### config.mk
export PLATFORM = sky130hd
export DESIGN_NAME = gcd_cordic_cell
export DESIGN_NICKNAME = d
export VERILOG_FILES = /design/src/rtl/core/great_circle_distance_assert.svh /design/src/rtl/core/gcd_pkg.sv /design/src/rtl/core/gcd_cordic_cell.sv
export SDC_FILE = /design/constraint.sdc
export NUM_CORES = 1
export LEC_CHECK = 0
export CORE_ASPECT_RATIO = 0.8
export CORE_MARGIN = 3
export CORE_UTILIZATION = 48
export CTS_CLUSTER_SIZE = 40
export DETAILED_ROUTE_END_ITERATION = 7
export DONT_BUFFER_PORTS = 1
export PLACE_DENSITY_LB_ADDON = 0.25
export SLEW_MARGIN = 15
export SYNTH_ARGS = -nofsm -noshare
export SYNTH_HDL_FRONTEND = slang
export SYNTH_SLANG_ARGS = --single-unit
### constraint.sdc
create_clock -name clk -period 5.2 [get_ports clk]
set_input_delay 1.04 -clock clk [delete_from_list [all_inputs] [get_ports clk]]
set_output_delay 1.04 -clock clk [all_outputs]
set_load 0.05 [all_outputs]
### src/rtl/core/great_circle_distance_assert.svh
// assertion helpers, clocked on clk and quiet while rst is high
`ifndef GREAT_CIRCLE_DISTANCE_ASSERT_SVH
`define GREAT_CIRCLE_DISTANCE_ASSERT_SVH

// property holds in the same cycle
`define GCD_ASSERT(lbl, prop, msg) \
  lbl: assert property (@(posedge clk) disable iff (rst) prop) else $error(msg);

// condition implies a property in the next cycle
`define GCD_ASSERT_NEXT(lbl, pre, post, msg) \
  lbl: assert property (@(posedge clk) disable iff (rst) pre |=> post) else $error(msg);

`endif

### src/rtl/core/gcd_pkg.sv
package gcd_pkg;

  localparam int ANGLE_FRAC_BITS = 16;
  localparam int CORDIC_STEPS = 30;
  localparam int SQRT_STEPS = 31;
  localparam int SQRT_TOP = 60;

  localparam int XW = 34;
  localparam int ZW = 33;
  localparam int NW = 62;

  localparam logic [29:0] CORDIC_GAIN_INV = 30'd652032874;
  localparam logic [30:0] Q30_ONE = 31'h40000000;
  localparam logic [12:0] EARTH_RADIUS_KM = 13'd6378;

  // pi/4 in Q30 over 45 degrees: integer part and the reciprocal of 15 for the rest
  localparam logic [24:0] RAD_INT = 25'd18740330;
  localparam logic [28:0] RECIP15 = 29'd286331154;

  localparam logic [22:0] DIST_CAP =
    23'((64'd4 * 64'd843314856 * 64'd6378 + 64'd2097152) >> 22);

  localparam logic [29:0] ATAN_TABLE [CORDIC_STEPS] = '{
    30'h3243F6A8, 30'h1DAC6705, 30'h0FADBAFC, 30'h07F56EA6, 30'h03FEAB76, 30'h01FFD55B,
    30'h00FFFAAA, 30'h007FFF55, 30'h003FFFEA, 30'h001FFFFD, 30'h000FFFFF, 30'h0007FFFF,
    30'h0003FFFF, 30'h0001FFFF, 30'h0000FFFF, 30'h00007FFF, 30'h00003FFF, 30'h00001FFF,
    30'h00000FFF, 30'h000007FF, 30'h000003FF, 30'h000001FF, 30'h000000FF, 30'h0000007F,
    30'h0000003F, 30'h0000001F, 30'h0000000F, 30'h00000008, 30'h00000004, 30'h00000002
  };

endpackage

### src/rtl/core/gcd_cordic_cell.sv
module gcd_cordic_cell #(
  parameter int STEP = 0,
  parameter bit VECTOR = 1'b0
) (
  input  logic                            clk,
  input  logic                            en,
  input  logic signed [gcd_pkg::XW-1:0]   x_in,
  input  logic signed [gcd_pkg::XW-1:0]   y_in,
  input  logic signed [gcd_pkg::ZW-1:0]   z_in,
  output logic signed [gcd_pkg::XW-1:0]   x_out,
  output logic signed [gcd_pkg::XW-1:0]   y_out,
  output logic signed [gcd_pkg::ZW-1:0]   z_out
);
  import gcd_pkg::*;

  logic signed [XW-1:0] dx;
  logic signed [XW-1:0] dy;
  logic signed [ZW-1:0] ang;
  logic                 down;

  assign dx  = y_in >>> STEP;
  assign dy  = x_in >>> STEP;
  assign ang = $signed(ZW'(ATAN_TABLE[STEP]));
  // rotation steers on z, vectoring drives y toward zero
  assign down = VECTOR ? (y_in[XW-1] || (y_in == '0)) : !z_in[ZW-1];

  always_ff @(posedge clk) begin
    if (en) begin
      if (down) begin
        x_out <= x_in - dx;
        y_out <= y_in + dy;
        z_out <= z_in - ang;
      end else begin
        x_out <= x_in + dx;
        y_out <= y_in - dy;
        z_out <= z_in + ang;
      end
    end
  end

endmodule

==> metrics.yaml <==
vias_per_cell: 6.38
power_leakage_nw: 4.53
avgSynthCellArea_um2: 8.61
initial_core_util: 0.491
cts.path.max_buffers: 2
fmax_mhz: 249
synth_top_area_share: 0.294
tns_ns: 0
synthArstFlopShare: 0
grt_pass1_vias: 8256
synth_cells: 1188
grt_use_total: 0.255
yosysWarnings: 0
crit_fanout: 11
power.density_nw_per_um2: 304
crit_path_end_kind: "flip-flop"
syn_nets: 1423
overflow: 0
routed-via-count: 9115
setup.worst_path.start_class: "input pin"
antenna_found_initial: 0
holdPathEnd: "z_out[1]"
path_cells: "inv_1 > ha_1 > nor3_1 > o211ai_1 > a311oi_1 > nor3b_1 > a211oi_1 > o41ai_1 > o31ai_1 > a21oi_1 > xnor2_1"
maxSlewHeadroom: 0.401
drt_iter0_drc: 1095
h-tree-depth: 3
rsz0062_at_grt: "false"
worst_slew_pin_slew_ns: 0.892
io_buffers: 0
synth_common_cells: "a21oi_1, ha_1, inv_1, edfxtp_1, nor2_1"
syn_to_final_growth_pct: 4.66
cts.repair.resized: 0
cpPeakStageDelay_ns: 0.51
dieWidth_um: 169
cts.sinks: 100
dieArea_um2: 23100
holdPathStages: 0
drive_above_1_share: 0.0302
core_area_um2: 20800
final.fill_count: 1993
syn-cell-area_um2: 10200
wirelength_um: 30700
cts_setup_buffers: 0
io_pins: 204
clk_pin_slew_ns: 0.07
crit_slowest_cell: "a211oi_1"
critical_path_class: "in -> reg"
seq_area_frac_synth: 0.294
chipHeight_um: 137
wl_per_cell_um: 21.5
run_status: "complete, no violations"
cts_hold_buf: 0
fin_area_um2: 10700
hold_class: "in -> reg"
gp_congestion: 0.947
synthMostInstantiatedCell: "a21oi_1"
hold_viol_final: 0
dp_hpwl_um: 24400
synth_seq_cells: 100
ir_worst_vdd_mv: 0.178
crit_required_ns: 5.29
postPlaceCellArea_um2: 10400
synth_area_leaders: "edfxtp_1, ha_1, a21oi_1"
cts_tree: "built"
nets: 1390
cap_violations: 0
drtPass1Iterations: 5
antenna_cells: 0
grt_pass1_wl_um: 46400
arrival_ns: 4.11
yosysTopAreaCell: "edfxtp_1"
fin_crit_ns: 4.02
synth-edff-count: 100
setup_violations: 0
rows: 47
grt_max_degree: 101
ys_types: 67
slew_viol_final: 0
cts_root_buf: "clkbuf_16"
ys.flop_type: "edfxtp_1"
numCtsBuffers: 9
post-route-period-util: 0.773
hp-start: "z_in[1]"
drtAntennaViolNets: 0
drc: 0
[area by class of cell]
type	instances	area [µm²]	area share
multi-input combinational	928	6620	0.618
sequential	100	3000	0.281
inverter	112	420	0.0393
tap	269	337	0.0314
clock buffer	9	225	0.0210
clock inverter	7	73.8	0.00690
timing repair buffer	4	30.0	0.00281
[per-layer routing]
layer | wire [µm] | part of all wire | track usage | vias up
met1 | 14100 | 0.46 | 0.380 | 4290
li1 | - | - | - | 4252
met5 | 0 | 0 | 0 | -
met2 | 12300 | 0.40 | 0.362 | 527
met4 | 647 | 0.021 | 0.0640 | 0
met3 | 3600 | 0.12 | 0.0733 | 46
[cells in the final DEF (no fill, tap or decap), types with 9 or more instances in the layout]
master / instances
a211oi_1: 14
a21o_1: 31
a21oi_1: 136
clkbuf_16: 9
edfxtp_1: 100
ha_1: 128
inv_1: 108
mux2i_1: 21
nand2_1: 68
nand2b_1: 14
nand3_1: 26
nand4_1: 12
nor2_1: 77
nor2b_1: 14
nor3_1: 29
nor4_1: 9
o211ai_1: 14
o21a_1: 12
o21ai_0: 75
o21bai_1: 20
o31ai_1: 13
xnor2_1: 67
xor2_1: 20
[cells by family (layout without fill, tap and decap cells)]
family          after synthesis  in the layout  synth area share
compound gates              394            394             0.246
xor+xnor                     87             87            0.0745
fa+ha+maj                   132            132             0.164
buf+inv                     160            132            0.0596
flops                       100            100             0.294
mux                          22             22            0.0217
simple gates                293            293             0.140
[metrics by stage]
step	cells	hold slack, ns	worst slack, ns	utilization	power, mW
after floorplan	1188	1.14	0.418	-	2.30
after global placement	1413	1.14	0.979	0.500	2.54
after detailed placement	1413	1.14	0.970	0.500	2.55
after CTS	1429	0.770	1.34	0.514	3.24
after global routing	1429	0.767	1.09	0.514	3.39
final	1429	0.783	1.18	0.514	3.25
[state kept, by name, summed over array words and instances, names as in the netlist]
register	cells
z_out	33
x_out	34
y_out	33
[report_power, final]
group | internal [mW] | switching (mW)
Clock | 0.376 | 0.313
Sequential | 1.08 | 0.534
Combinational | 0.361 | 0.584
Total | 1.82 | 1.43
[worst max-delay path, delay by kind of cell]
kind / cells / cell delay (ns)
adder cells (fa/ha/maj): 1 / 0.45
AND/OR/NAND/NOR: 2 / 0.60
buffers and inverters: 1 / 0.02
AO/OA/AOI/OAI: 6 / 1.83
XOR/XNOR: 1 / 0.16
[worst max path at each step]
stage,to,slack (ns),from
finish,y_out[33],1.18,x_in[8]
global route,x_out[33],1.09,x_in[4]
CTS,y_out[33],1.34,x_in[8]
detailed placement,y_out[33],0.97,x_in[8]
global placement,y_out[33],0.98,x_in[8]
floorplan,z_out[31],0.42,z_in[32]
Note: power is estimated with default switching activity, not from simulation.
