==> src/rtl/core/great_circle_distance_assert.svh <==
// assertion helpers, clocked on clk and quiet while rst is high
`ifndef GREAT_CIRCLE_DISTANCE_ASSERT_SVH
`define GREAT_CIRCLE_DISTANCE_ASSERT_SVH

// property holds in the same cycle
`define GCD_ASSERT(lbl, prop, msg) \
  lbl: assert property (@(posedge clk) disable iff (rst) prop) else $error(msg);

// condition implies a property in the next cycle
`define GCD_ASSERT_NEXT(lbl, pre, post, msg) \
  lbl: assert property (@(posedge clk) disable iff (rst) pre |=> post) else $error(msg);

`endif

==> src/rtl/core/gcd_pkg.sv <==
package gcd_pkg;

  localparam int ANGLE_FRAC_BITS = 16;
  localparam int CORDIC_STEPS = 30;
  localparam int SQRT_STEPS = 31;
  localparam int SQRT_TOP = 60;

  localparam int XW = 34;
  localparam int ZW = 33;
  localparam int NW = 62;

  localparam logic [29:0] CORDIC_GAIN_INV = 30'd652032874;
  localparam logic [30:0] Q30_ONE = 31'h40000000;
  localparam logic [12:0] EARTH_RADIUS_KM = 13'd6378;

  // pi/4 in Q30 over 45 degrees: integer part and the reciprocal of 15 for the rest
  localparam logic [24:0] RAD_INT = 25'd18740330;
  localparam logic [28:0] RECIP15 = 29'd286331154;

  localparam logic [22:0] DIST_CAP =
    23'((64'd4 * 64'd843314856 * 64'd6378 + 64'd2097152) >> 22);

  localparam logic [29:0] ATAN_TABLE [CORDIC_STEPS] = '{
    30'h3243F6A8, 30'h1DAC6705, 30'h0FADBAFC, 30'h07F56EA6, 30'h03FEAB76, 30'h01FFD55B,
    30'h00FFFAAA, 30'h007FFF55, 30'h003FFFEA, 30'h001FFFFD, 30'h000FFFFF, 30'h0007FFFF,
    30'h0003FFFF, 30'h0001FFFF, 30'h0000FFFF, 30'h00007FFF, 30'h00003FFF, 30'h00001FFF,
    30'h00000FFF, 30'h000007FF, 30'h000003FF, 30'h000001FF, 30'h000000FF, 30'h0000007F,
    30'h0000003F, 30'h0000001F, 30'h0000000F, 30'h00000008, 30'h00000004, 30'h00000002
  };

endpackage

==> src/rtl/core/gcd_angle.sv <==
module gcd_angle #(
  parameter int IN_W = 24,
  parameter int FB = 16
) (
  input  logic                          clk,
  input  logic                          en,
  input  logic signed [IN_W-1:0]        deg,
  output logic signed [gcd_pkg::ZW-1:0] z,
  output logic                          flip
);
  import gcd_pkg::*;

  localparam int AW = FB + 11;
  localparam int MW = FB + 7;
  localparam int PW = MW + 25;
  localparam int QW = MW + 30;
  localparam logic signed [AW-1:0] PERIOD  = AW'(64'd360 << FB);
  localparam logic signed [AW-1:0] HALF    = AW'(64'd180 << FB);
  localparam logic signed [AW-1:0] QUARTER = AW'(64'd90 << FB);

  logic signed [AW-1:0] v;
  logic signed [AW-1:0] r0;
  logic signed [AW-1:0] r1;
  logic                 f1;
  logic [MW-1:0]        m;
  logic                 neg;
  logic                 fl2;
  logic [PW-1:0]        p;
  logic [MW-1:0]        q;
  logic                 neg2;
  logic                 fl3;
  logic [QW-1:0]        qp;
  logic [PW-1:0]        sum;
  logic [ZW-1:0]        zm;

  assign v = AW'(deg);

  // wrap into (-180, 180]
  always_ff @(posedge clk) begin
    if (en) begin
      if (v <= -HALF) begin
        r0 <= v + PERIOD;
      end else if (v > HALF) begin
        r0 <= v - PERIOD;
      end else begin
        r0 <= v;
      end
    end
  end

  // fold into [-90, 90]
  always_comb begin
    r1 = r0;
    f1 = 1'b0;
    if (r0 > QUARTER) begin
      r1 = r0 - HALF;
      f1 = 1'b1;
    end else if (r0 < -QUARTER) begin
      r1 = r0 + HALF;
      f1 = 1'b1;
    end
  end

  always_ff @(posedge clk) begin
    if (en) begin
      m    <= r1[AW-1] ? MW'(-r1) : MW'(r1);
      neg  <= r1[AW-1];
      fl2  <= f1;
    end
  end

  // m * pi/4 / 45 split as m * RAD_INT + floor(2m / 15)
  assign qp = QW'({m, 1'b0}) * QW'(RECIP15);

  always_ff @(posedge clk) begin
    if (en) begin
      p    <= PW'(m) * PW'(RAD_INT);
      q    <= MW'(qp >> 32);
      neg2 <= neg;
      fl3  <= fl2;
    end
  end

  assign sum = p + PW'(q);
  assign zm  = ZW'(sum >> FB);

  always_ff @(posedge clk) begin
    if (en) begin
      z    <= neg2 ? -$signed(zm) : $signed(zm);
      flip <= fl3;
    end
  end

endmodule

==> config.mk <==
export PLATFORM = sky130hd
export DESIGN_NAME = gcd_angle
export DESIGN_NICKNAME = d
export VERILOG_FILES = /design/src/rtl/core/great_circle_distance_assert.svh /design/src/rtl/core/gcd_pkg.sv /design/src/rtl/core/gcd_angle.sv
export SDC_FILE = /design/constraint.sdc
export NUM_CORES = 1
export LEC_CHECK = 0
export BUFFER_PORTS_ARGS = -buffer_cell sky130_fd_sc_hd__buf_2
export CORE_ASPECT_RATIO = 0.5
export CORE_MARGIN = 10
export CORE_UTILIZATION = 35
export CTS_CLUSTER_SIZE = 8
export DETAILED_ROUTE_END_ITERATION = 16
export PLACE_DENSITY_LB_ADDON = 0.3
export SLEW_MARGIN = 0
export SYNTH_ARGS = -nofsm -noshare
export SYNTH_HDL_FRONTEND = slang
export SYNTH_SLANG_ARGS = --single-unit
==> constraint.sdc <==
create_clock -name clk -period 15.19 [get_ports clk]
set_input_delay 1.519 -clock clk [delete_from_list [all_inputs] [get_ports clk]]
set_output_delay 1.519 -clock clk [all_outputs]
set_load 0.005 [all_outputs]
==> metrics <==
Routed WL 50710 um; Routed Antenna Nets 0; final setup TNS 0 ns; Critical Path Fanout Max 9; ratio of cells with drive above 1 in the final layout 6.080%; Cell variety after synth 84; Final Hold Fails 0; synth-to-layout area growth 8.330%; # IOs 60; Starting Density 35.66%; fin crit share 49.10%; design area 23820 sq um; Post-synth EDFFs 154; reg2reg start m[6]; gr usage total 14.04%; Netlist Area Pre-Place 21990 sq um; 1st-pass router iterations 4; Maximum Capacitance Violations 0; hold depth 0; routability congestion estimate 0.9073; Post CTS Setup Buffer Count 0; ANT cells 0; Synth async-reset ratio 0%; Clock Latency Late Sink 0.47 ns; Vias 14280; clk buf depth 2; flop-to-flop setup slack 7.73 ns; min cycle time layout 7.458 ns; grt total ovfl 0; drt drc 0; commonest non-fill, non-tap cells in the layout 462 x inv_1, 413 x ha_1, 275 x fa_1, 154 x edfxtp_1, 88 x a21oi_1; # hold bufs at CTS 0; first-pass GRT wire length 81900 um; clock-pin slew on the worst setup and hold paths 0.08 ns; post-synth top area cell fa_1; synthesized net count 2785; R2R depth 25; RSZ-0062 raised after global routing no; initial antenna violation count 2; clk root buf clkbuf_16; leading register cell type out of synthesis edfxtp_1; flops & latches, synth 154; Avg WL per Cell 17.12 um; worst rel slew slack 43.68%; Avg Cell Area, Syn 10.62 sq um; Max Fclk 134.1 MHz; Via density 4.819; Yosys top cell area share 25.04%; Worst Hold Path EP neg2; filler instances 6055; cells resized by post-CTS repair 0; Setup Skew 0.01749 ns; largest net degree at the start of global routing 88; Die H 197.2 um; clock sinks 154; die area 73860 sq um; dpl hpwl 43010 um; warnings from Yosys 0; clock tree from TritonCTS built; TritonCTS Buffers 17; I/O Buffers 59; HP Class reg2reg; Slew Limit Fails 0; worst endpoint required time 15.42 ns; final setup vio count 0; commonest non-fill, non-tap cell in the layout inv_1; nets 2839; DRT iter0 DRCs 717; placed cell areas 23210 sq um; Reg-to-Reg End p[47]; CP startpoint kind register; HP Start neg; crit path DAT 7.69 ns; Worst Tran Pin Value 0.8448 ns; gate count after technology mapping 2071; vias in the first global route 14620; Synth area leaders fa_1 25%, ha_1 24%, edfxtp_1 21%, inv_1 7.9%, xnor2_1 3.4%; status finished clean; row count 64; Core Area 61660 sq um; Die Span X 374.5 um; H-tree depth 4; FF/Latch Area 4624 sq um; CP Class reg2reg; area of the multi-input gates 15480 sq um; endpoint type of the worst setup path register; share of the yosys chip area belonging to registers 21.03%
-- cell type report --
type                    instances  area share, %
clock buffers                  17          1.786
inverters                     463          7.296
clock inverters                15         0.7721
well taps                     825          4.333
multi-input cells            1425          64.98
flip-flops and latches        154          19.41
repair buffers                 64          1.423
-- metrics by stage --
step	setup WS (ns)	std cells	hold slack (ns)	util, %
6_report	7.732	2963	0.4198	38.63
5_1_grt	7.267	2963	0.4225	38.63
4_1_cts	7.677	2963	0.4220	38.63
3_5_place_dp	7.706	2931	0.4054	37.64
3_3_place_gp	7.817	2931	0.4009	37.64
2_1_floorplan	8.504	2071	0.4003	-
-- routing by layer --
layer  share of wire, %  global-route usage, %
met5              0.032                      0
met4                1.4                  3.214
met3                6.0                  3.666
met2                 42                  20.87
met1                 50                  20.16
-- worst max-delay path, stage by stage, from the launching register on --
cell and delay, ns:
edfxtp_1 0.72, inv_1 0.17, fa_1 0.62, inv_1 0.10, ha_1 0.28, inv_1 0.06, fa_1 0.53, inv_1 0.05
fa_1 0.52, fa_1 0.45, fa_1 0.54, inv_1 0.05, fa_1 0.53, inv_1 0.04, ha_1 0.35, a21oi_1 0.20
o21ai_0 0.12, a221o_1 0.34, a21oi_1 0.20, o221ai_1 0.21, a31oi_1 0.33, nor2_1 0.14, a31oi_1 0.30, o21bai_1 0.10
a21oi_1 0.18, xnor2_1 0.08
-- cells by family (layout without fill, tap and decap cells) --
| group | after synthesis | in the layout | synth area share [%] |
|---|---|---|---|
| XOR/XNOR | 129 | 129 | 5.138 |
| AND/OR/NAND/NOR | 290 | 290 | 6.971 |
| buffers and inverters | 492 | 559 | 8.581 |
| AO/OA/AOI/OAI | 310 | 310 | 9.366 |
| adder cells (fa/ha/maj) | 688 | 688 | 48.54 |
| multiplexers | 8 | 8 | 0.3756 |
| flip-flops | 154 | 154 | 21.03 |
-- registers in the layout (all words and copies together), names as in the netlist --
signal,count
p,47
m,23
flip,1
r0,26
neg,1
fl3,1
q,20
z,33
fl2,1
neg2,1
-- synthesized netlist by cell type, types with 9 or more instances --
library cell	number
a21o_1	39
a21oi_1	88
a31oi_1	15
and2_1	9
and3_1	11
clkbuf_1	20
edfxtp_1	154
fa_1	275
ha_1	413
inv_1	462
nand2_1	75
nand2b_1	12
nand3_1	23
nand4_1	15
nor2_1	58
nor2b_1	11
nor3_1	17
o21ai_0	58
o21bai_1	9
o31ai_1	11
xnor2_1	86
xor2_1	43
-- worst max path at each step --
stage | depth (start not counted) | start | end
floorplan | 23 | m[5] | p[46]
global placement | 23 | m[5] | p[46]
detailed placement | 23 | m[5] | p[46]
CTS | 23 | m[5] | p[46]
global route | 25 | m[5] | p[46]
finish | 25 | m[6] | p[47]
Power is not shown: default switching activity piles up to over one toggle a cycle in this logic, so the estimate is an artifact.
