## src/rtl/core/great_circle_distance_assert.svh

```systemverilog
// assertion helpers, clocked on clk and quiet while rst is high
`ifndef GREAT_CIRCLE_DISTANCE_ASSERT_SVH
`define GREAT_CIRCLE_DISTANCE_ASSERT_SVH

// property holds in the same cycle
`define GCD_ASSERT(lbl, prop, msg) \
  lbl: assert property (@(posedge clk) disable iff (rst) prop) else $error(msg);

// condition implies a property in the next cycle
`define GCD_ASSERT_NEXT(lbl, pre, post, msg) \
  lbl: assert property (@(posedge clk) disable iff (rst) pre |=> post) else $error(msg);

`endif

```

## src/rtl/core/gcd_pkg.sv

```systemverilog
package gcd_pkg;

  localparam int ANGLE_FRAC_BITS = 16;
  localparam int CORDIC_STEPS = 30;
  localparam int SQRT_STEPS = 31;
  localparam int SQRT_TOP = 60;

  localparam int XW = 34;
  localparam int ZW = 33;
  localparam int NW = 62;

  localparam logic [29:0] CORDIC_GAIN_INV = 30'd652032874;
  localparam logic [30:0] Q30_ONE = 31'h40000000;
  localparam logic [12:0] EARTH_RADIUS_KM = 13'd6378;

  // pi/4 in Q30 over 45 degrees: integer part and the reciprocal of 15 for the rest
  localparam logic [24:0] RAD_INT = 25'd18740330;
  localparam logic [28:0] RECIP15 = 29'd286331154;

  localparam logic [22:0] DIST_CAP =
    23'((64'd4 * 64'd843314856 * 64'd6378 + 64'd2097152) >> 22);

  localparam logic [29:0] ATAN_TABLE [CORDIC_STEPS] = '{
    30'h3243F6A8, 30'h1DAC6705, 30'h0FADBAFC, 30'h07F56EA6, 30'h03FEAB76, 30'h01FFD55B,
    30'h00FFFAAA, 30'h007FFF55, 30'h003FFFEA, 30'h001FFFFD, 30'h000FFFFF, 30'h0007FFFF,
    30'h0003FFFF, 30'h0001FFFF, 30'h0000FFFF, 30'h00007FFF, 30'h00003FFF, 30'h00001FFF,
    30'h00000FFF, 30'h000007FF, 30'h000003FF, 30'h000001FF, 30'h000000FF, 30'h0000007F,
    30'h0000003F, 30'h0000001F, 30'h0000000F, 30'h00000008, 30'h00000004, 30'h00000002
  };

endpackage

```

## src/rtl/core/gcd_sqrt_cell.sv

```systemverilog
module gcd_sqrt_cell #(
  parameter int STEP = 0
) (
  input  logic                   clk,
  input  logic                   en,
  input  logic [gcd_pkg::NW-1:0] n_in,
  input  logic [gcd_pkg::NW-1:0] r_in,
  output logic [gcd_pkg::NW-1:0] n_out,
  output logic [gcd_pkg::NW-1:0] r_out
);
  import gcd_pkg::*;

  localparam logic [NW-1:0] BIT = {{(NW-1){1'b0}}, 1'b1} << (SQRT_TOP - 2 * STEP);

  logic [NW-1:0] trial;

  assign trial = r_in + BIT;

  always_ff @(posedge clk) begin
    if (en) begin
      if (n_in >= trial) begin
        n_out <= n_in - trial;
        r_out <= (r_in >> 1) + BIT;
      end else begin
        n_out <= n_in;
        r_out <= r_in >> 1;
      end
    end
  end

endmodule

```

## config.mk

```make
export PLATFORM = sky130hd
export DESIGN_NAME = gcd_sqrt_cell
export DESIGN_NICKNAME = d
export VERILOG_FILES = /design/src/rtl/core/great_circle_distance_assert.svh /design/src/rtl/core/gcd_pkg.sv /design/src/rtl/core/gcd_sqrt_cell.sv
export SDC_FILE = /design/constraint.sdc
export NUM_CORES = 1
export LEC_CHECK = 0
export ABC_AREA = 1
export BUFFER_PORTS_ARGS = -buffer_cell sky130_fd_sc_hd__buf_2
export CAP_MARGIN = 0
export CORE_MARGIN = 8
export CORE_UTILIZATION = 45
export CTS_CLUSTER_DIAMETER = 50
export DETAILED_ROUTE_END_ITERATION = 8
export PLACE_DENSITY = 0.69
export SETUP_SLACK_MARGIN = 0.1
export SYNTH_ARGS = -nofsm -noshare
export SYNTH_HDL_FRONTEND = slang
export SYNTH_SLANG_ARGS = --single-unit
```

## constraint.sdc

```tcl
create_clock -name clk -period 5.3 [get_ports clk]
set_input_delay 1.325 -clock clk [delete_from_list [all_inputs] [get_ports clk]]
set_output_delay 1.325 -clock clk [all_outputs]
set_load 0.05 [all_outputs]
```

==> key figures, run 1 <==
Run status
  – Run status: complete, no violations

Timing
  – Period utilization: 72.1%
  – Final TNS setup: 0 ns
  – RSZ-0062 raised after global routing: no
  – Slew Limit Fails: 0
  – Final hold vios: 0
  – Rel. slew slack: 44.9%
  – Fin crit period: 3.82 ns
  – Worst Tran Pin Value: 0.827 ns
  – Max frequency: 262 MHz
  – Endpoints failing setup: 0

Floorplanning
  – Die area: 0.0294 sq mm
  – Die Ht: 171 um
  – Core Footprint: 0.0240 sq mm
  – Starting Density: 45.2%
  – Num rows: 57
  – Ports: 250
  – DIE WIDTH: 171 um

Place
  – GP Congestion: 0.951
  – Final HPWL DP: 32600 um
  – Port-buffer cells: 249

Synth
  – Syn_area_per_cell: 6.55 sq um
  – Seq/Total Area, Yosys: 34.3%
  – Cells after Synth: 1657
  – Async S/R FF share, synth: 0%
  – Cell taking the most area after synthesis: edfxtp_1
  – Mapped Nets: 1846
  – Prevailing post-synth register cell: edfxtp_1
  – Yosys warns: 0
  – Area contributors post-synth: edfxtp_1 (34%), nand2_1 (23%), inv_1 (13%), ha_1 (7.1%), nand3_1 (5.9%)
  – Post-synthesis register bit count: 124
  – Commonest cells post-synth: nand2_1 (668), inv_1 (374), nand3_1 (128), edfxtp_1 (124), nor2_1 (108)
  – Top cell type's share of synthesized area: 34.3%
  – Most numerous cell in the Yosys netlist: nand2_1
  – Post-synth cell types: 33
  – Synth Cell Area: 0.0109 sq mm
  – EDFF count, synth: 124

GRT
  – First-pass GRT wire length: 59100 um
  – Antenna violations before repair: 0
  – Vias in the first global route: 10600
  – Overall Global Routing Usage: 26.3%
  – Total gr overflow: 0
  – Largest net degree at the start of global routing: 66

Power and ir drop
  – Total Power: 3.94 mW
  – Peak VDD IR: 0.177 mV
  – Power density cells: 304 mW/mm^2
  – Static leakage: 7.50 nW

Routing
  – Routed Antenna Nets: 0
  – Pre-antenna DRT Iters: 6
  – Vias: 10900
  – Drt via density: 4.84
  – First DRT Iteration DRCs: 895
  – Wirelength, routed: 38700 um
  – Mean routed wirelength per cell: 17.2 um
  – Drt drc: 0

Cells and area
  – Layout cells sized above 1: 17.5%
  – # diodes: 0
  – Layout area overhead: 19.5%
  – Final net count: 2100

Clock network
  – TritonCTS clock tree: built
  – Worst-path clk slew: 0.07 ns
  – Postcts setup bufs: 0
  – Gates resized, CTS repair: 0
  – Post-CTS Hold Buffers: 0
  – Clock tree buffer depth: 2
  – Root buf cell: clkbuf_16
  – CTS sink count: 124
  – # H-tree levels: 4
  – Cts bufs inserted: 17

Critical path
  – Worst setup SP type: input port
  – CP delay by family, top: compound AO/OA/AOI/OAI gates
  – CP Class: input port to register
  – Bufs and invs on worst path: 2
  – Crit-path max FO: 21
  – Critical Path Stages: 11
  – Worst EP arrival: 4.12 ns
  – Critical path's largest stage delay: 0.55 ns
  – CP endpoint kind: register
  – Worst path required time: 5.60 ns
  – Most frequent CP cell: a21oi_1
  – Slowest stage cell on the critical path: a21oi_4
  – CP Cell Sequence: buf_2, xnor2_1, ha_1, a21oi_1, o21ai_0, a21oi_1, o21ai_1, a21oi_4, buf_4, nand3_1, nand2_1

Hold path
  – Hold endpoint: r_out[2]
  – HP Start: r_in[3]
  – Hold Path Class: input port to register
  – Hold path depth: 1

Job
  – Max-cap violation count: 0
## how the worst max path moves through the flow
stage / end / startpoint / slack (ns)
2_1_floorplan: n_out[27] / n_in[0] / 1.97
4_1_cts: n_out[55] / r_in[60] / 1.52
3_3_place_gp: n_out[59] / r_in[60] / 1.06
3_5_place_dp: n_out[55] / r_in[60] / 1.08
6_report: n_out[55] / r_in[60] / 1.48
5_1_grt: n_out[60] / n_in[0] / 1.40
## sequential cells by signal, indices dropped and copies added, names as in the netlist
name,cells
n_out,62
r_out,62
## cells in the final DEF, fill, tap and decap left out, types with 2 or more instances in the layout
| cell type | count |
|---|---|
| a21oi_1 | 39 |
| and2_1 | 4 |
| buf_2 | 248 |
| buf_4 | 5 |
| bufinv_16 | 2 |
| clkbuf_16 | 17 |
| clkinv_4 | 2 |
| clkinvlp_4 | 2 |
| edfxtp_1 | 124 |
| ha_1 | 62 |
| inv_1 | 374 |
| inv_2 | 7 |
| inv_6 | 7 |
| nand2_1 | 668 |
| nand2_2 | 11 |
| nand3_1 | 128 |
| nand3_2 | 21 |
| nand3b_1 | 2 |
| nand4_1 | 20 |
| nor2_1 | 108 |
| nor2_2 | 5 |
| nor2_4 | 2 |
| nor3_1 | 13 |
| nor3_2 | 2 |
| nor3_4 | 2 |
| nor4_1 | 2 |
| o21ai_0 | 5 |
| xor2_1 | 31 |
## power breakdown
part	internal, mW	total, mW	leakage (nW)	switching [mW]
registers	1.23	1.26	1.21	0.0268
logic	0.373	1.48	6.00	1.11
clock network	0.703	1.21	0.281	0.505
total	2.30	3.94	7.50	1.64
## logic make-up (layout without fill, tap and decap cells)
| kind of cell | Yosys count | count (layout) | synth area share (%) |
|---|---|---|---|
| AND/OR/NAND/NOR | 991 | 991 | 38.7 |
| buffers and inverters | 400 | 667 | 14.8 |
| flip-flops | 124 | 124 | 34.3 |
| adder cells (fa/ha/maj) | 63 | 63 | 7.33 |
| AO/OA/AOI/OAI | 47 | 47 | 2.22 |
| XOR/XNOR | 32 | 32 | 2.58 |
## area by class of cell
type                       count  area, sq um
inverter                     381         1430
clock buffer                  18          429
multi-input combinational   1133         5530
tap                          324          405
sequential                   124         3720
clock inverter                14          158
timing repair buffer         254         1300
fill                        2497        11100
## per-stage QoR
stage,cells,instance area (sq um),setup WS [ns],utilization [%],hold slack (ns)
after detailed placement,2216,12400,1.08,51.5,1.52
after CTS,2248,13000,1.52,54.0,1.07
final,2248,13000,1.48,54.0,1.08
after global placement,2216,12400,1.06,51.5,1.52
after floorplan,1657,10900,1.97,-,1.42
after global routing,2248,13000,1.40,54.0,1.07
## layer usage
layer | part of all wire, % | GRT usage [%] | vias up
li1 | - | - | 5567
met1 | 47 | 36.2 | 4924
met2 | 45 | 42.6 | 366
met3 | 6.7 | 4.27 | 30
met4 | 1.9 | 6.62 | 0
met5 | 0 | 0 | -
No activity file was read; power rests on OpenSTA's default activity.
==> run 2, diff against run 1 <==
--- a/config.mk
+++ b/config.mk
@@ -5,14 +5,14 @@
 export SDC_FILE = /design/constraint.sdc
 export NUM_CORES = 1
 export LEC_CHECK = 0
-export ABC_AREA = 1
+export ABC_AREA = 0
 export BUFFER_PORTS_ARGS = -buffer_cell sky130_fd_sc_hd__buf_2
 export CAP_MARGIN = 0
 export CORE_MARGIN = 8
 export CORE_UTILIZATION = 45
 export CTS_CLUSTER_DIAMETER = 50
 export DETAILED_ROUTE_END_ITERATION = 8
-export PLACE_DENSITY = 0.69
+export PLACE_DENSITY = 0.71
 export SETUP_SLACK_MARGIN = 0.1
 export SYNTH_ARGS = -nofsm -noshare
 export SYNTH_HDL_FRONTEND = slang
==> constraint.sdc (replaced) <==
create_clock -name clk -period 3.9 [get_ports clk]
set_input_delay 0.975 -clock clk [delete_from_list [all_inputs] [get_ports clk]]
set_output_delay 0.975 -clock clk [all_outputs]
set_load 0.05 [all_outputs]
==> key figures, run 2 <==
Cells and area
  – Area occupied by multi-input gates: 0.00423 sq mm
  – # diodes: 0
  – Final net count: 1378
  – Commonest non-fill, non-tap cell in the layout: buf_2
  – Most frequent cells in the layout: buf_2 (248), edfxtp_1 (124), a21oi_1 (117), inv_1 (83), buf_4 (73)
  – Register area: 0.00372 sq mm
  – Layout cells sized above 1: 31.4%
  – Top flop regs: n_out x62, r_out x62
  – Utilization after layout: 59.7%
  – Fillers: 1618
  – Layout area overhead: 31.2%

Routing
  – Mean routed wirelength per cell: 17.6 um
  – Pre-antenna DRT Iters: 5
  – Routed Antenna Nets: 0
  – First DRT Iteration DRCs: 558
  – Vias: 7838
  – Drt drc: 0
  – Drt via density: 5.46
  – Wirelength, routed: 25200 um

Timing
  – Final TNS setup: 0 ns
  – Slew Limit Fails: 0
  – Rel. slew slack: 60.8%
  – Endpoints failing setup: 0
  – Max frequency: 277 MHz
  – Period utilization: 92.5%
  – RSZ-0062 raised after global routing: no
  – Final hold vios: 0
  – Worst Tran Pin Value: 0.588 ns
  – Fin crit period: 3.61 ns

GRT
  – Largest net degree at the start of global routing: 66
  – Antenna violations before repair: 2
  – Vias in the first global route: 7900
  – First-pass GRT wire length: 40300 um
  – Overall Global Routing Usage: 21.3%
  – Total gr overflow: 0

Synth
  – Top cell type's share of synthesized area: 44.1%
  – Async S/R FF share, synth: 0%
  – Area contributors post-synth: edfxtp_1 (44%), ha_1 (9.2%), a21oi_1 (6.9%), a21o_1 (3.7%), inv_1 (3.7%)
  – Cells after Synth: 879
  – Commonest cells post-synth: edfxtp_1 (124), a21oi_1 (117), inv_1 (83), nor2_1 (72)
  – Most numerous cell in the Yosys netlist: edfxtp_1
  – Syn_area_per_cell: 9.61 sq um
  – Post-synthesis register bit count: 124
  – Synth Cell Area: 0.00845 sq mm
  – Post-synth cell types: 69
  – Prevailing post-synth register cell: edfxtp_1
  – Seq/Total Area, Yosys: 44.1%
  – EDFF count, synth: 124
  – Mapped Nets: 1068
  – Cell taking the most area after synthesis: edfxtp_1
  – Yosys warns: 0

Critical path
  – Worst path required time: 4.08 ns
  – Worst setup SP type: input port
  – CP delay by family, top: compound AO/OA/AOI/OAI gates
  – Slowest stage cell on the critical path: mux2_2
  – CP Class: input port to register
  – Most frequent CP cell: inv_1
  – CP endpoint kind: register
  – Worst EP arrival: 3.79 ns
  – Critical Path Stages: 15
  – Crit-path max FO: 43
  – Bufs and invs on worst path: 4
  – CP Cell Sequence: buf_2, inv_1, ha_1, inv_1, fa_2, a211oi_1, o21ai_1, o2111ai_1, a21o_2, o21ai_4, a31oi_4, a21oi_2, o21a_2, buf_12, mux2_2
  – Critical path's largest stage delay: 0.35 ns

Power and ir drop
  – Power density cells: 476 mW/mm^2
  – Static leakage: 5.19 nW
  – Peak VDD IR: 0.317 mV

Place
  – GP Congestion: 0.908
  – Final HPWL DP: 20200 um
  – Port-buffer cells: 249

Clock network
  – Post-CTS Hold Buffers: 0
  – CTS sink count: 124
  – Postcts setup bufs: 0
  – # H-tree levels: 4
  – Root buf cell: clkbuf_16
  – TritonCTS clock tree: built
  – Cts bufs inserted: 17
  – Worst-path clk slew: 0.06 ns
  – Clock tree buffer depth: 2
  – Gates resized, CTS repair: 0

Floorplanning
  – Ports: 250
  – DIE WIDTH: 153 um
  – Num rows: 50
  – Die Ht: 153 um
  – Die area: 0.0234 sq mm
  – Starting Density: 45.5%
  – Core Footprint: 0.0186 sq mm

Hold path
  – HP Start: r_in[49]
  – Hold endpoint: r_out[48]
  – Hold Path Class: input port to register
  – Hold path depth: 1

Run status
  – Run status: complete, no violations

Job
  – Max-cap violation count: 0
==> run 2: cell count changes after synthesis, sizes merged, moves of 8 or more <==
cell,delta
a21oi,+80
o21ai,+42
nor2,-42
a21o,+42
a31oi,+12
nand2b,+9
nand3,-134
clkbuf,+19
o211ai,+14
inv,-298
nand2,-617
o21bai,+8
xnor2,+30
==> run 2: routing by layer <==
metal | up-vias | share of wire (%) | track usage, %
met3 | 40 | 8.7 | 6.77
met5 | - | 0.079 | 0
li1 | 3837 | - | -
met1 | 3641 | 42 | 26.0
met2 | 316 | 47 | 34.9
met4 | 4 | 2.0 | 7.30
==> run 2: worst max path at each step <==
stage             from   endpoint  slack (ns)
3_3_place_gp   n_in[0]  n_out[48]       -0.04
6_report       n_in[0]  n_out[21]        0.29
5_1_grt        n_in[0]  n_out[21]        0.11
3_5_place_dp   n_in[0]  n_out[21]       -0.11
2_1_floorplan  n_in[0]  n_out[48]        0.13
4_1_cts        n_in[0]  n_out[48]        0.32
==> run 2: final cells by class <==
class                      instances  share of cell area, %
multi-input combinational        636                   38.1
clock buffer                      19                   3.90
timing repair buffer             327                   17.1
clock inverter                    13                   1.78
sequential                       124                   33.6
inverter                          83                   2.81
tap                              234                   2.64
==> run 2: stage by stage <==
step | hold slack, ns | setup slack (ns) | instances | area [sq um] | power (mW)
2_1_floorplan | 1.07 | 0.132 | 879 | 8450 | 3.00
3_3_place_gp | 1.17 | -0.0414 | 1404 | 10500 | 3.54
3_5_place_dp | 1.17 | -0.107 | 1404 | 10500 | 3.56
4_1_cts | 0.723 | 0.325 | 1436 | 11100 | 5.30
5_1_grt | 0.728 | 0.111 | 1436 | 11100 | 5.50
6_report | 0.732 | 0.291 | 1436 | 11100 | 5.28
==> run 2: where the power goes <==
group	leakage, nW	internal, mW	switching, mW	total [mW]
combinational	3.67	0.595	1.25	1.84
clock	0.306	1.13	0.608	1.73
sequential	1.21	1.66	0.0356	1.70
==> run 2: kinds of logic after synthesis <==
logic type | Yosys count | synth area share [%]
compound gates | 287 | 21.4
xor+xnor | 55 | 5.70
fa+ha+maj | 63 | 9.42
buf+inv | 119 | 5.97
flops | 124 | 44.1
mux | 6 | 0.814
simple gates | 225 | 12.7
==> run 3, diff against run 2 <==
--- a/config.mk
+++ b/config.mk
@@ -13,6 +13,7 @@
 export CTS_CLUSTER_DIAMETER = 50
 export DETAILED_ROUTE_END_ITERATION = 8
 export PLACE_DENSITY = 0.71
+export RECOVER_POWER = 50
 export SETUP_SLACK_MARGIN = 0.1
 export SYNTH_ARGS = -nofsm -noshare
 export SYNTH_HDL_FRONTEND = slang
==> key figures, run 3 (synthesized netlist as in run 2, its figures left out) <==
Run status
  – Run status: finished with violations
  – Failing checks: capacitance limit, slew limit

Power and ir drop
  – Int Power: 3.38 mW
  – Combinational fraction of design power: 34.9%
  – Static leakage: 5.09 nW
  – Power density cells: 478 mW/mm^2
  – Sequential power share: 32.3%
  – Net Switching: 1.89 mW
  – Peak VDD IR: 0.317 mV
  – Clk network pwr share: 32.9%
  – Sw Share: 35.9%

Clock network
  – Worst-path clk slew: 0.06 ns
  – TritonCTS clock tree: built
  – # H-tree levels: 4
  – Gates resized, CTS repair: 0
  – Root buf cell: clkbuf_16
  – Cts bufs inserted: 17
  – Post-CTS Hold Buffers: 0
  – CTS sink count: 124
  – Postcts setup bufs: 0
  – Clock tree buffer depth: 2

GRT
  – Total gr overflow: 0
  – Largest net degree at the start of global routing: 66
  – First-pass GRT wire length: 40300 um
  – Overall Global Routing Usage: 21.3%
  – Antenna violations before repair: 2
  – Vias in the first global route: 7900

Critical path
  – CP endpoint kind: register
  – Most frequent CP cell: inv_1
  – Critical path's largest stage delay: 0.35 ns
  – Bufs and invs on worst path: 4
  – CP Cell Sequence: buf_2, inv_1, ha_1, inv_1, fa_2, a211oi_1, o21ai_1, o2111ai_1, a21o_2, o21ai_4, a31oi_4, a21oi_2, o21a_2, buf_12, mux2_2
  – Worst path required time: 4.08 ns
  – CP Class: input port to register
  – Worst EP arrival: 3.79 ns
  – Crit-path max FO: 43
  – Worst setup SP type: input port
  – Slowest stage cell on the critical path: mux2_2
  – CP delay by family, top: compound AO/OA/AOI/OAI gates

Routing
  – Routed Antenna Nets: 0
  – Drt via density: 5.47
  – First DRT Iteration DRCs: 563
  – Drt drc: 0
  – Mean routed wirelength per cell: 17.6 um
  – Wirelength, routed: 25300 um
  – Vias: 7859
  – Pre-antenna DRT Iters: 5

Floorplanning
  – Ports: 250
  – DIE WIDTH: 153 um
  – Die area: 0.0234 sq mm
  – Core Footprint: 0.0186 sq mm
  – Die Ht: 153 um
  – Num rows: 50
  – Starting Density: 45.5%

Place
  – Port-buffer cells: 249
  – Post-Place Cells: 1404
  – GP Congestion: 0.908
  – Pre-CTS WS: -0.107 ns
  – Final HPWL DP: 20200 um

Timing
  – Final hold vios: 0
  – Fin crit period: 3.61 ns
  – Slew Limit Fails: 127
  – Final TNS setup: 0 ns
  – Rel. slew slack: -9.21%
  – Max frequency: 277 MHz
  – Final worst setup slack: 0.290 ns
  – Period utilization: 92.6%
  – Worst Tran Pin Value: 1.64 ns
  – RSZ-0062 raised after global routing: no
  – Endpoints failing setup: 0

Cells and area
  – Layout cells sized above 1: 28.8%
  – Top flop regs: n_out x62, r_out x62
  – # diodes: 0
  – Commonest non-fill, non-tap cell in the layout: buf_2
  – Most frequent cells in the layout: buf_2 (217), edfxtp_1 (124), a21oi_1 (117), inv_1 (83), buf_4 (73)
  – Final net count: 1378
  – Fillers: 1640
  – Post-route insts no fill: 1436
  – Layout area overhead: 30.5%

Hold path
  – Hold Path Class: input port to register

Job
  – Max-cap violation count: 2
## run 3: cell type report
type	count	area, sq um	area share, %
clock buffers	19	433	3.93
well taps	234	293	2.65
repair buffers	327	1840	16.7
inverters	83	312	2.83
multi-input cells	636	4230	38.3
flip-flops and latches	124	3720	33.8
clock inverters	13	198	1.79
## run 3: per-stage QoR
| stage | utilization (%) | hold WS (ns) | instance area (sq um) | power, mW |
|---|---|---|---|---|
| final | 59.4 | 0.733 | 11000 | 5.27 |
| after global routing | 59.4 | 0.728 | 11000 | 5.50 |
| after CTS | 59.7 | 0.723 | 11100 | 5.30 |
| after detailed placement | 56.3 | 1.17 | 10500 | 3.56 |
| after global placement | 56.3 | 1.17 | 10500 | 3.54 |
| after floorplan | - | 1.07 | 8450 | 3.00 |
## run 3: path summary, 6_finish.rpt
| check | from | endpoint | cells past startpoint |
|---|---|---|---|
| worst min-delay path | r_in[49] | r_out[48] | 1 |
| worst max-delay path | n_in[0] | n_out[21] | 15 |
## run 3: power groups by stage
stage          Clock, mW  Combinational [mW]  Sequential, mW
6_report            1.73                1.84            1.70
5_1_grt             1.80                1.98            1.72
4_1_cts             1.75                1.85            1.70
3_5_place_dp           0                1.83            1.73
3_3_place_gp           0                1.82            1.72
2_1_floorplan          0               0.724            2.28
## run 3: metal layers
| metal | routed length, um | GRT usage, % |
|---|---|---|
| met1 | 10600 | 26.0 |
| met2 | 11900 | 34.9 |
| met3 | 2300 | 6.77 |
| met4 | 472 | 7.30 |
| met5 | 20 | 0 |
